<file path="config.mk">
export PLATFORM = sky130hd
export DESIGN_NAME = vmm_ctrl
export DESIGN_NICKNAME = d
export VERILOG_FILES = /design/src/rtl/vmm_pkg.sv /design/src/rtl/vmm_ctrl.sv
export SDC_FILE = /design/constraint.sdc
export NUM_CORES = 1
export LEC_CHECK = 0
export ABC_AREA = 1
export BUFFER_PORTS_ARGS = -buffer_cell sky130_fd_sc_hd__buf_2
export CELL_PAD_IN_SITES_DETAIL_PLACEMENT = 0
export CELL_PAD_IN_SITES_GLOBAL_PLACEMENT = 2
export CORE_UTILIZATION = 29
export DETAILED_ROUTE_END_ITERATION = 12
export GPL_TIMING_DRIVEN = 1
export PLACE_DENSITY = 0.82
export SYNTH_ARGS = -nofsm -noshare
export SYNTH_HDL_FRONTEND = slang
export SYNTH_SLANG_ARGS = --single-unit
export TNS_END_PERCENT = 100
</file>
<file path="constraint.sdc">
create_clock -name i_clk -period 2.1 [get_ports i_clk]
set_clock_uncertainty 0.2 [all_clocks]
set_input_delay 0 -clock i_clk [delete_from_list [all_inputs] [get_ports i_clk]]
set_output_delay 0 -clock i_clk [all_outputs]
set_load 0.02 [all_outputs]
</file>
<file path="src/rtl/vmm_pkg.sv">
// ----------------------------------------------------------------------------
// Vector-matrix multiply package
// Shared sizes, command codes, controller states and the command word that
// the controller hands to the datapath.
// ----------------------------------------------------------------------------
package vmm_pkg;

    localparam int MAX_SIZE    = 32;
    localparam int VALUE_BITS  = 16;

    localparam int IDX_W       = (MAX_SIZE > 1) ? $clog2(MAX_SIZE) : 1;
    localparam int N_W         = $clog2(MAX_SIZE + 1);
    localparam int MAT_DEPTH   = MAX_SIZE * MAX_SIZE;
    localparam int MAT_AW      = (MAT_DEPTH > 1) ? $clog2(MAT_DEPTH) : 1;
    localparam int PROD_W      = 2 * VALUE_BITS;
    localparam int ACC_W       = 40;

    // Fixed widths of the interface fields.
    localparam int CMD_W       = 2;
    localparam int FIELD_IDX_W = 5;
    localparam int VALUE_W     = 16;
    localparam int COL_W       = 5;
    localparam int CFG_W       = 6;
    localparam int CFG_RESET   = 32;

    typedef enum logic [CMD_W-1:0] {
        CMD_MAT_WR  = 2'd0,
        CMD_VEC_WR  = 2'd1,
        CMD_COMPUTE = 2'd2
    } t_cmd;

    typedef enum logic {
        S_IDLE,
        S_RUN
    } t_state;

    typedef struct packed {
        logic             mat_we;
        logic             vec_we;
        logic             mac;
        logic             first;
        logic             last_j;
        logic             last_col;
        logic [IDX_W-1:0] j;
        logic [IDX_W-1:0] col;
    } t_dp_cmd;

    typedef struct packed {
        logic             valid;
        logic             first;
        logic             last_j;
        logic             last_col;
        logic [IDX_W-1:0] col;
    } t_mac_tag;

endpackage

</file>
<file path="src/rtl/vmm_ctrl.sv">
// ----------------------------------------------------------------------------
// Vector-matrix multiply controller
// Holds the size register, decodes commands and steps the row and column
// counters through one multiply-accumulate per cycle during a compute.
// ----------------------------------------------------------------------------
module vmm_ctrl import vmm_pkg::*; (
    input  logic             i_clk,
    input  logic             i_rst_n,
    input  logic             i_start,
    input  logic [CMD_W-1:0] i_command,
    input  logic             i_cfg_we,
    input  logic [CFG_W-1:0] i_cfg_wdata,
    output logic             o_busy,
    output t_dp_cmd          o_dp_cmd
);

    t_state           r_state;
    t_state           n_state;
    logic [CFG_W-1:0] r_size;
    logic [IDX_W-1:0] r_j;
    logic [IDX_W-1:0] r_col;
    logic [IDX_W-1:0] r_last;

    logic             w_accept;
    logic             w_compute;
    logic [N_W-1:0]   w_n;
    logic             w_last_mac;

    assign w_accept   = i_start && (r_state == S_IDLE);
    assign w_compute  = (i_command == CMD_COMPUTE);
    // A size above the matrix capacity is treated as the full matrix.
    assign w_n        = (int'(r_size) > MAX_SIZE) ? N_W'(MAX_SIZE) : N_W'(r_size);
    assign w_last_mac = (r_j == r_last) && (r_col == r_last);

    always_comb begin
        n_state = r_state;
        unique case (r_state)
            S_IDLE: begin
                if (w_accept && w_compute && (w_n != '0)) begin
                    n_state = S_RUN;
                end
            end
            S_RUN: begin
                if (w_last_mac) begin
                    n_state = S_IDLE;
                end
            end
        endcase
    end

    always_comb begin
        o_busy            = (r_state == S_RUN);
        o_dp_cmd.mat_we   = w_accept && (i_command == CMD_MAT_WR);
        o_dp_cmd.vec_we   = w_accept && (i_command == CMD_VEC_WR);
        o_dp_cmd.mac      = (r_state == S_RUN);
        o_dp_cmd.first    = (r_j == '0);
        o_dp_cmd.last_j   = (r_j == r_last);
        o_dp_cmd.last_col = (r_col == r_last);
        o_dp_cmd.j        = r_j;
        o_dp_cmd.col      = r_col;
    end

    always_ff @(posedge i_clk) begin
        if (!i_rst_n) begin
            r_state <= S_IDLE;
            r_size  <= CFG_W'(CFG_RESET);
            r_j     <= '0;
            r_col   <= '0;
            r_last  <= '0;
        end else begin
            r_state <= n_state;
            if (i_cfg_we) begin
                r_size <= i_cfg_wdata;
            end
            if (r_state == S_IDLE) begin
                if (w_accept && w_compute) begin
                    r_j    <= '0;
                    r_col  <= '0;
                    r_last <= IDX_W'(w_n - N_W'(1));
                end
            end else if (r_j == r_last) begin
                r_j   <= '0;
                r_col <= r_col + IDX_W'(1);
            end else begin
                r_j <= r_j + IDX_W'(1);
            end
        end
    end

`ifndef NO_ASSERTIONS
    a_run_ends: assert property (@(posedge i_clk) disable iff (!i_rst_n)
        (r_state == S_RUN) && w_last_mac |=> (r_state == S_IDLE))
        else $error("compute did not finish after its last multiply-accumulate");

    a_col_step: assert property (@(posedge i_clk) disable iff (!i_rst_n)
        (r_state == S_RUN) && (r_j == r_last) && (r_col != r_last)
        |=> (r_j == '0) && (r_col == $past(r_col) + IDX_W'(1)))
        else $error("column counter did not advance at the end of a column");

    a_empty: assert property (@(posedge i_clk) disable iff (!i_rst_n)
        w_accept && w_compute && (w_n == '0) |=> (r_state == S_IDLE))
        else $error("a compute of size zero started a run");
`endif

endmodule

</file>
Word level (Yosys, flattened, before mapping)
Cells that the tools add are included.

storage, ports and cells
  output and inout bits = 17
  register bits = 22
  bits of input ports = 12
  logic and storage cells = 36

operators by class
  bitwise operators = 1
  order comparisons = 1
  mux-type cells = 9
  add/sub/neg operators = 3
  reduce and logical (&&, ||, !) cells = 12
  equality and inequality tests = 5

operators with widths
  operator             number
  $mux 5               5
  $add 5x1->5 const B  2
  $eq 5x5->1           2
  $gt 6x6->1 const B   1
  $logic_and 1x1->1    6
  $mux 6               1
  $reduce_bool 6->1    1
  $logic_not 5->1      1
  $sub 5x1->5 const B  1
  $reduce_and 2->1     2
  $eq 2x1->1 const B   1
  $eq 2x2->1 const B   1
  $logic_not 2->1      1
  $mux 1               2
  $ne 2x2->1 const B   1
  $pmux 1 s2           1
  $reduce_bool 2->1    1
  $not 1->1            1

Depth between registers and ports, before layout
Gate-level depths: netlist of run 1.

  word-level depth = 6
  gate-level depth with buffers = 11

Worst setup path before layout of run 1
No wires, ideal clock.

  kind = reg-to-reg
  start point = register r_size[0]
  end point = register r_last[4]
  slack = 0.213 ns
  data arrival time = 1.572 ns
  period minus slack after synthesis = 1.887 ns
  stages on the path, launching flop included = 12
  setup time = 0.115 ns
  cells stage by stage = dfxtp_1 -> nor3_1 -> inv_1 -> o21ai_0 -> and2_1 -> inv_1 -> ha_1 -> o21ai_0 -> a21oi_1 -> xnor2_1 -> o21ai_0 -> inv_1

between the ends
  longest elaborated chain between the ends = 3

RTL lines
  element                 RTL line        source
  from (decl)             vmm_ctrl.sv:19  logic [CFG_W-1:0] r_size;
  from (signal assigned)  vmm_ctrl.sv:66  r_size <= CFG_W'(CFG_RESET);
  from (signal assigned)  vmm_ctrl.sv:73  r_size <= i_cfg_wdata;
  $gt 6x6->1              vmm_ctrl.sv:32  assign w_n = (int'(r_size) > MAX_SIZE) ? N_W'(MAX_SIZE) : N_W'(r_size);
  $mux 6 (*)              vmm_ctrl.sv:32
  $sub 5x1->5 (*)         vmm_ctrl.sv:79  r_last <= IDX_W'(w_n - N_W'(1));
  to (signal assigned)    vmm_ctrl.sv:79
  to (decl)               vmm_ctrl.sv:22  logic [IDX_W-1:0] r_last;

Every way passes the cells marked *; elsewhere a longest branch is shown, timed or not.
A chain may end at the register's enable or synchronous reset.

==> flow_summary.ini, run 1 <==
[status]
outcome = finished clean

[floorplan]
chipWidth_um = 68.6
initial_utilization_pct = 31.1
rows = 23
die_height_um = 68.6
die_area_um2 = 4710
core_area_um2 = 4140
io_pins = 29

[worst_setup_path]
critical-path-max-stage-delay_ps = 570
worstSetupStartpointType = input port
rr_endpoint = r_last[4]
critical_path_required_ps = 2050
crit_start = i_cfg_wdata[5]
critical_path_class = in2reg
critical_path_buf_inv_count = 4
wp_data_arrival_ps = 1980
reg2reg_from = r_size[2]
cp.depth = 6
critical_path.top_delay_family = buffers and inverters
worst_setup_path_end_kind = register
worst_path_most_repeated_cell = sky130_fd_sc_hd__dlygate4sd3_1
biggest_fanout_along_the_worst_timing_path = 1
r2r_setup_slack_ps = 180
worst_path_max_delay_cell = sky130_fd_sc_hd__dlygate4sd3_1
reg2reg_depth = 11
crit_chain = dlygate4sd3_1 > buf_2 > a21oi_1 > dlygate4sd3_1 > o21ai_0 > dlygate4sd3_1
setup.worst_path.end = r_size[5]

[synthesis]
synth.cells.most_frequent = sky130_fd_sc_hd__nand2_1, sky130_fd_sc_hd__dfxtp_1, sky130_fd_sc_hd__nor2_1
yosysUniqueCellTypes = 28
synth_most_common_cell = sky130_fd_sc_hd__nand2_1
synthTopCellsByArea = sky130_fd_sc_hd__dfxtp_1, sky130_fd_sc_hd__nand2_1, sky130_fd_sc_hd__nand3_1
ys.flop_type = sky130_fd_sc_hd__dfxtp_1
mappedNetlistNets = 195
syn_inst = 178
yosysWarnings = 0
synth_enable_flop_cells = 0
synth_async_reset_ratio_pct = 0
netlist.top_cell.by_area = sky130_fd_sc_hd__dfxtp_1
synth_sequential_area_ratio_pct = 34.2
synth-seq-cells = 22
synthesis.area_um2 = 1290
syn-mean-instance-area_um2 = 7.23
netlist.area_leader.share_pct = 34.2

[clock_network]
cts_tree = built
max-clock-path-buffers = 2
root_buffer = sky130_fd_sc_hd__clkbuf_8
cts.sink_count = 22
worst_setup_hold_path_clk_slew_ps = 90
tritoncts.num_buffers = 3
worst_skew_pair.late_latency_ps = 260
cts.htree.levels = 1

[placement]
place.detailed.hpwl_um = 2460
routabilityCongestion = 0.770
placement.cell_area_um2 = 1480
pre_cts_slack_ps = -13.6
port_buffers = 28

[routing]
dr_total_vias = 1330
firstDrtPassIters = 4
detail_route.drc_violations = 0
drt.antenna.violating_nets = 0
detail_route.wl_per_cell_um = 12.2
viasPerCell = 4.77
wl_um = 3400
detail_route.iter0.violations = 61

[layout]
num-nets-final = 247
diodes = 0
syn_to_final_growth_pct = 36.2
layout.core_utilization_pct = 42.3
layout.filler_cells = 442
sequential_cell_area_um2 = 440
layout-drive-gt1-share_pct = 24.5
multiInputGateArea_um2 = 758
post-route-cell-area_um2 = 1750

[pwr]
power.combinational.fraction_pct = 23.0
fin_total_pwr_uw = 999
power_frac_clock_pct = 31.4
swShare_pct = 30.1
p_switching_uw = 301
cell_internal_pwr_uw = 699
seq_power_share_pct = 45.5
p_per_area_nw_per_um2 = 570
leakage_nw = 0.784
power.ir.vdd_worst_mv = 0.236

[timing]
tightest_slew_ps = 377
timing.final.max_slew_violations = 0
worst_case_setup_margin_in_the_final_layout_ps = 76.0
finalSetupViolCount = 0
fmaxAchievable_ghz = 0.494
finalHoldViolations = 0
setup_tns_ps = 0
max_slew_margin_pct = 74.8
finalCritPeriodShare_pct = 96.4
finalWorstPathRequiredPeriod_ps = 2020
unrepaired_setup_endpoints_after_global_routing = no

[min_path]
min-delay-path-class = in2reg

[global_route]
grt_pass1_wl_um = 5500
globalRouteOverflowTotal = 0
grt_use_total_pct = 16.1
antenna_violations_before_repair = 0
pin_count_of_the_biggest_net_entering_global_routing = 13
grt_pass1_vias = 1260

[job]
drv.max_cap_violation_count = 0
## power groups by stage
stage / clock network [mW] / registers, mW / logic [mW]
after floorplan: 0 / 0.462 / 0.132
after global placement: 0 / 0.463 / 0.188
after detailed placement: 0 / 0.464 / 0.189
after CTS: 0.327 / 0.454 / 0.222
after global routing: 0.344 / 0.459 / 0.255
final: 0.314 / 0.455 / 0.230
## worst register-to-register path: stages (launching register included)
cell	delay (ps)
sky130_fd_sc_hd__dfxtp_1	340
sky130_fd_sc_hd__nor3_2	220
sky130_fd_sc_hd__inv_1	100
sky130_fd_sc_hd__o21ai_2	130
sky130_fd_sc_hd__and2_1	150
sky130_fd_sc_hd__inv_1	60
sky130_fd_sc_hd__ha_1	200
sky130_fd_sc_hd__o21ai_2	70
sky130_fd_sc_hd__a21oi_1	70
sky130_fd_sc_hd__xnor2_1	120
sky130_fd_sc_hd__o21ai_0	130
sky130_fd_sc_hd__inv_1	50
## sequential cells by signal, summed over array words and instances, names as in the netlist
signal	count
r_j	5
r_last	5
r_col	5
r_size	6
o_busy	1
## timing repair
action,4_1_cts,5_1_grt
endpoints found under the hold margin,14,0
hold buffers,20,0
pin swaps,0,1
setup endpoints to repair,1,1
setup buffers,0,1
gates resized for setup,1,4
## routing by layer
metal	GRT usage [%]	vias up	wire [um]
met4	7.81	0	40
met5	0	-	0
met2	27.9	27	1690
met3	2.96	4	109
li1	-	676	-
met1	18.9	623	1560
## worst min path at each step
| stage | to | depth (start not counted) | slack [ps] | start |
|---|---|---|---|---|
| 3_3_place_gp | r_size[5] | 3 | 10 | i_cfg_wdata[5] |
| 3_5_place_dp | r_size[5] | 3 | 20 | i_cfg_wdata[5] |
| 5_1_grt | r_last[2] | 5 | 60 | i_start |
| 6_report | o_busy | 5 | 40 | i_start |
| 4_1_cts | r_last[3] | 5 | 40 | i_start |
| 2_1_floorplan | o_dp_cmd[14] | 1 | -120 | i_command[1] |
## logic make-up after synthesis
logic type               share of synthesized area, %
flip-flops                                       34.2
buffers and inverters                            7.87
XOR/XNOR                                         7.48
adder cells (fa/ha/maj)                          4.86
AND/OR/NAND/NOR                                  32.3
AO/OA/AOI/OAI                                    13.3
## per-stage QoR
step / cells / hold WS (ps)
after global placement: 254 / 14.8
after global routing: 279 / 60.2
after detailed placement: 254 / 24.1
after CTS: 278 / 35.8
after floorplan: 178 / -117
final: 279 / 36.5
## area by class of cell
type / count / area share (%)
multi-input combinational: 131 / 43.3
sequential: 22 / 25.1
timing repair buffer: 49 / 19.8
inverter: 23 / 5.07
tap: 50 / 3.57
clock buffer: 4 / 3.14
## layout by cell type, fill, tap and decap left out, types with 3 or more instances in the layout
master                          count
sky130_fd_sc_hd__o21ai_0           13
sky130_fd_sc_hd__nor2_1            20
sky130_fd_sc_hd__xor2_1             4
sky130_fd_sc_hd__xnor2_1            7
sky130_fd_sc_hd__nor2_4             3
sky130_fd_sc_hd__ha_1               5
sky130_fd_sc_hd__nand2_2            3
sky130_fd_sc_hd__a21oi_1           15
sky130_fd_sc_hd__clkbuf_8           4
sky130_fd_sc_hd__buf_2             28
sky130_fd_sc_hd__dlygate4sd3_1     20
sky130_fd_sc_hd__nand3_1           17
sky130_fd_sc_hd__dfxtp_1           22
sky130_fd_sc_hd__nand2_1           28
sky130_fd_sc_hd__inv_2              5
sky130_fd_sc_hd__inv_1             15
(Power assumes the default switching activity.)
==> run 2, diff against run 1 <==
--- a/config.mk
+++ b/config.mk
@@ -7,12 +7,10 @@
 export LEC_CHECK = 0
 export ABC_AREA = 1
 export BUFFER_PORTS_ARGS = -buffer_cell sky130_fd_sc_hd__buf_2
-export CELL_PAD_IN_SITES_DETAIL_PLACEMENT = 0
-export CELL_PAD_IN_SITES_GLOBAL_PLACEMENT = 2
-export CORE_UTILIZATION = 29
+export CORE_UTILIZATION = 40
 export DETAILED_ROUTE_END_ITERATION = 12
 export GPL_TIMING_DRIVEN = 1
-export PLACE_DENSITY = 0.82
+export PLACE_DENSITY = 0.66
 export SYNTH_ARGS = -nofsm -noshare
 export SYNTH_HDL_FRONTEND = slang
 export SYNTH_SLANG_ARGS = --single-unit
==> constraint.sdc (replaced) <==
create_clock -name i_clk -period 2.1 [get_ports i_clk]
set_clock_uncertainty 0.2 [all_clocks]
set_input_delay 0.21 -clock i_clk [delete_from_list [all_inputs] [get_ports i_clk]]
set_output_delay 0.21 -clock i_clk [all_outputs]
set_load 0.02 [all_outputs]
==> run 2 against run 1 <==
Against the previous run: register-to-register slack lost 70 ps; sequential power hardly changed; power fell by 11%; design area decreased by 8.6%; final cell count down 6.5%; first-iteration DRC count shrank 46%; worst hold slack better by 35 ps; worst setup slack improved by 34 ps; via count down 6.0%; clock power down 25%; combinational power decreased by 11%; global-route usage increased by 2.3 points; critical path type is now reg2reg; highest routed layer unchanged.
==> flow_summary.ini, run 2 (synthesis results as in run 1) <==
[status]
outcome = finished clean

[timing]
worst_case_setup_margin_in_the_final_layout_ps = 110
finalHoldViolations = 0
tightest_slew_ps = 346
max_slew_margin_pct = 76.9
timing.final.max_slew_violations = 0
fmaxAchievable_ghz = 0.502
finalSetupViolCount = 0
finalWorstPathRequiredPeriod_ps = 1990
finalCritPeriodShare_pct = 94.8

[floorplan]
die_height_um = 58.7
core_area_um2 = 3050
rows = 20
die_area_um2 = 3450
io_pins = 29
initial_utilization_pct = 42.2
chipWidth_um = 58.7

[routing]
dr_total_vias = 1250
drt.antenna.violating_nets = 0
viasPerCell = 4.79
wl_um = 2910
detail_route.iter0.violations = 33
detail_route.wl_per_cell_um = 11.2
firstDrtPassIters = 4
detail_route.drc_violations = 0

[job]
drv.max_cap_violation_count = 0

[worst_setup_path]
reg2reg_from = r_size[0]
r2r_setup_slack_ps = 110
setup.worst_path.end = r_last[4]
worstSetupStartpointType = register
critical_path_required_ps = 2110
reg2reg_depth = 11
rr_endpoint = r_last[4]
worst_setup_path_end_kind = register
critical_path_class = reg2reg
biggest_fanout_along_the_worst_timing_path = 3
crit_start = r_size[0]
wp_data_arrival_ps = 2010

[placement]
place.detailed.hpwl_um = 2120
port_buffers = 28
pre_cts_slack_ps = 67.4
routabilityCongestion = 0.855
numPlacedInstances = 249
placement.cell_area_um2 = 1480

[clock_network]
tritoncts.num_buffers = 3
cts_tree = built
postCtsSetupBuffers = 0
cts.sink_count = 22
worst_setup_hold_path_clk_slew_ps = 120
worst_skew_pair.late_latency_ps = 300
root_buffer = sky130_fd_sc_hd__clkbuf_4
max-clock-path-buffers = 2
cts.htree.levels = 1

[min_path]
min-delay-path-class = in2reg
worstHoldStart = i_rst_n

[layout]
finish.cell_count_without_fillers = 261
layout-drive-gt1-share_pct = 25.3
diodes = 0
regMostFlops = r_size
syn_to_final_growth_pct = 24.5
multiInputGateArea_um2 = 754
sequential_cell_area_um2 = 440
largest_register_ff_count = 6
num-nets-final = 235
final_cell_mix = sky130_fd_sc_hd__nand2_1, sky130_fd_sc_hd__buf_2, sky130_fd_sc_hd__dfxtp_1
post-route-cell-area_um2 = 1600
layout.filler_cells = 315

[global_route]
grt_pass1_wl_um = 4820
grt_use_total_pct = 18.4
grt_pass1_vias = 1110
pin_count_of_the_biggest_net_entering_global_routing = 17
globalRouteOverflowTotal = 0
antenna_violations_before_repair = 0

[pwr]
p_per_area_nw_per_um2 = 556
power.ir.vdd_worst_mv = 0.301
leakage_nw = 0.717
[run 2: metal layers]
layer	track usage, %	wire [um]	vias to the layer above
met4	5.10	31	0
met2	32.1	1390	25
li1	-	-	651
met1	24.0	1410	569
met5	0	0	-
met3	1.98	76	5
[run 2: how the worst min path moves through the flow]
stage | slack (ps) | depth (start not counted) | end
global route | 80 | 3 | r_size[4]
floorplan | 120 | 1 | r_size[5]
detailed placement | 240 | 3 | r_size[0]
global placement | 240 | 3 | r_size[4]
finish | 70 | 3 | r_size[0]
CTS | 70 | 3 | r_size[0]
[run 2: what timing repair did]
action | CTS | global route
endpoints found under the setup margin | 0 | 1
hold buffers | 8 | 0
gates resized for setup | 0 | 3
hold endpoints to repair | 6 | 0
[run 2: area by class of cell]
class,instances,share of cell area [%]
repair buffers,37,14.2
well taps,44,3.43
inverters,23,5.54
flip-flops and latches,22,27.5
clock buffers,4,2.26
multi-input cells,131,47.1
[run 2: critical path, stage by stage (launching register included)]
cell	delay [ps]
sky130_fd_sc_hd__dfxtp_1	350
sky130_fd_sc_hd__nor3_2	200
sky130_fd_sc_hd__inv_1	100
sky130_fd_sc_hd__o21ai_2	150
sky130_fd_sc_hd__and2_1	160
sky130_fd_sc_hd__inv_1	60
sky130_fd_sc_hd__ha_1	180
sky130_fd_sc_hd__o21ai_0	100
sky130_fd_sc_hd__a21oi_1	80
sky130_fd_sc_hd__xnor2_1	120
sky130_fd_sc_hd__o21ai_0	130
sky130_fd_sc_hd__inv_1	50
[run 2: power by group]
part,total [mW],internal (mW),leakage [nW],switching (mW)
clock network,0.234,0.106,0.0210,0.128
registers,0.452,0.434,0.180,0.0180
logic,0.205,0.0780,0.516,0.127
total,0.891,0.618,0.717,0.273
[run 2: through the flow]
| stage | hold slack [ps] | utilization (%) | power [mW] | TNS [ps] |
|---|---|---|---|---|
| after floorplan | 123 | - | 0.595 | 0 |
| after global placement | 236 | 48.4 | 0.648 | 0 |
| after detailed placement | 237 | 48.4 | 0.650 | 0 |
| after CTS | 67.5 | 52.2 | 0.894 | 0 |
| after global routing | 79.0 | 52.5 | 0.946 | -80.3 |
| final | 71.5 | 52.5 | 0.891 | 0 |
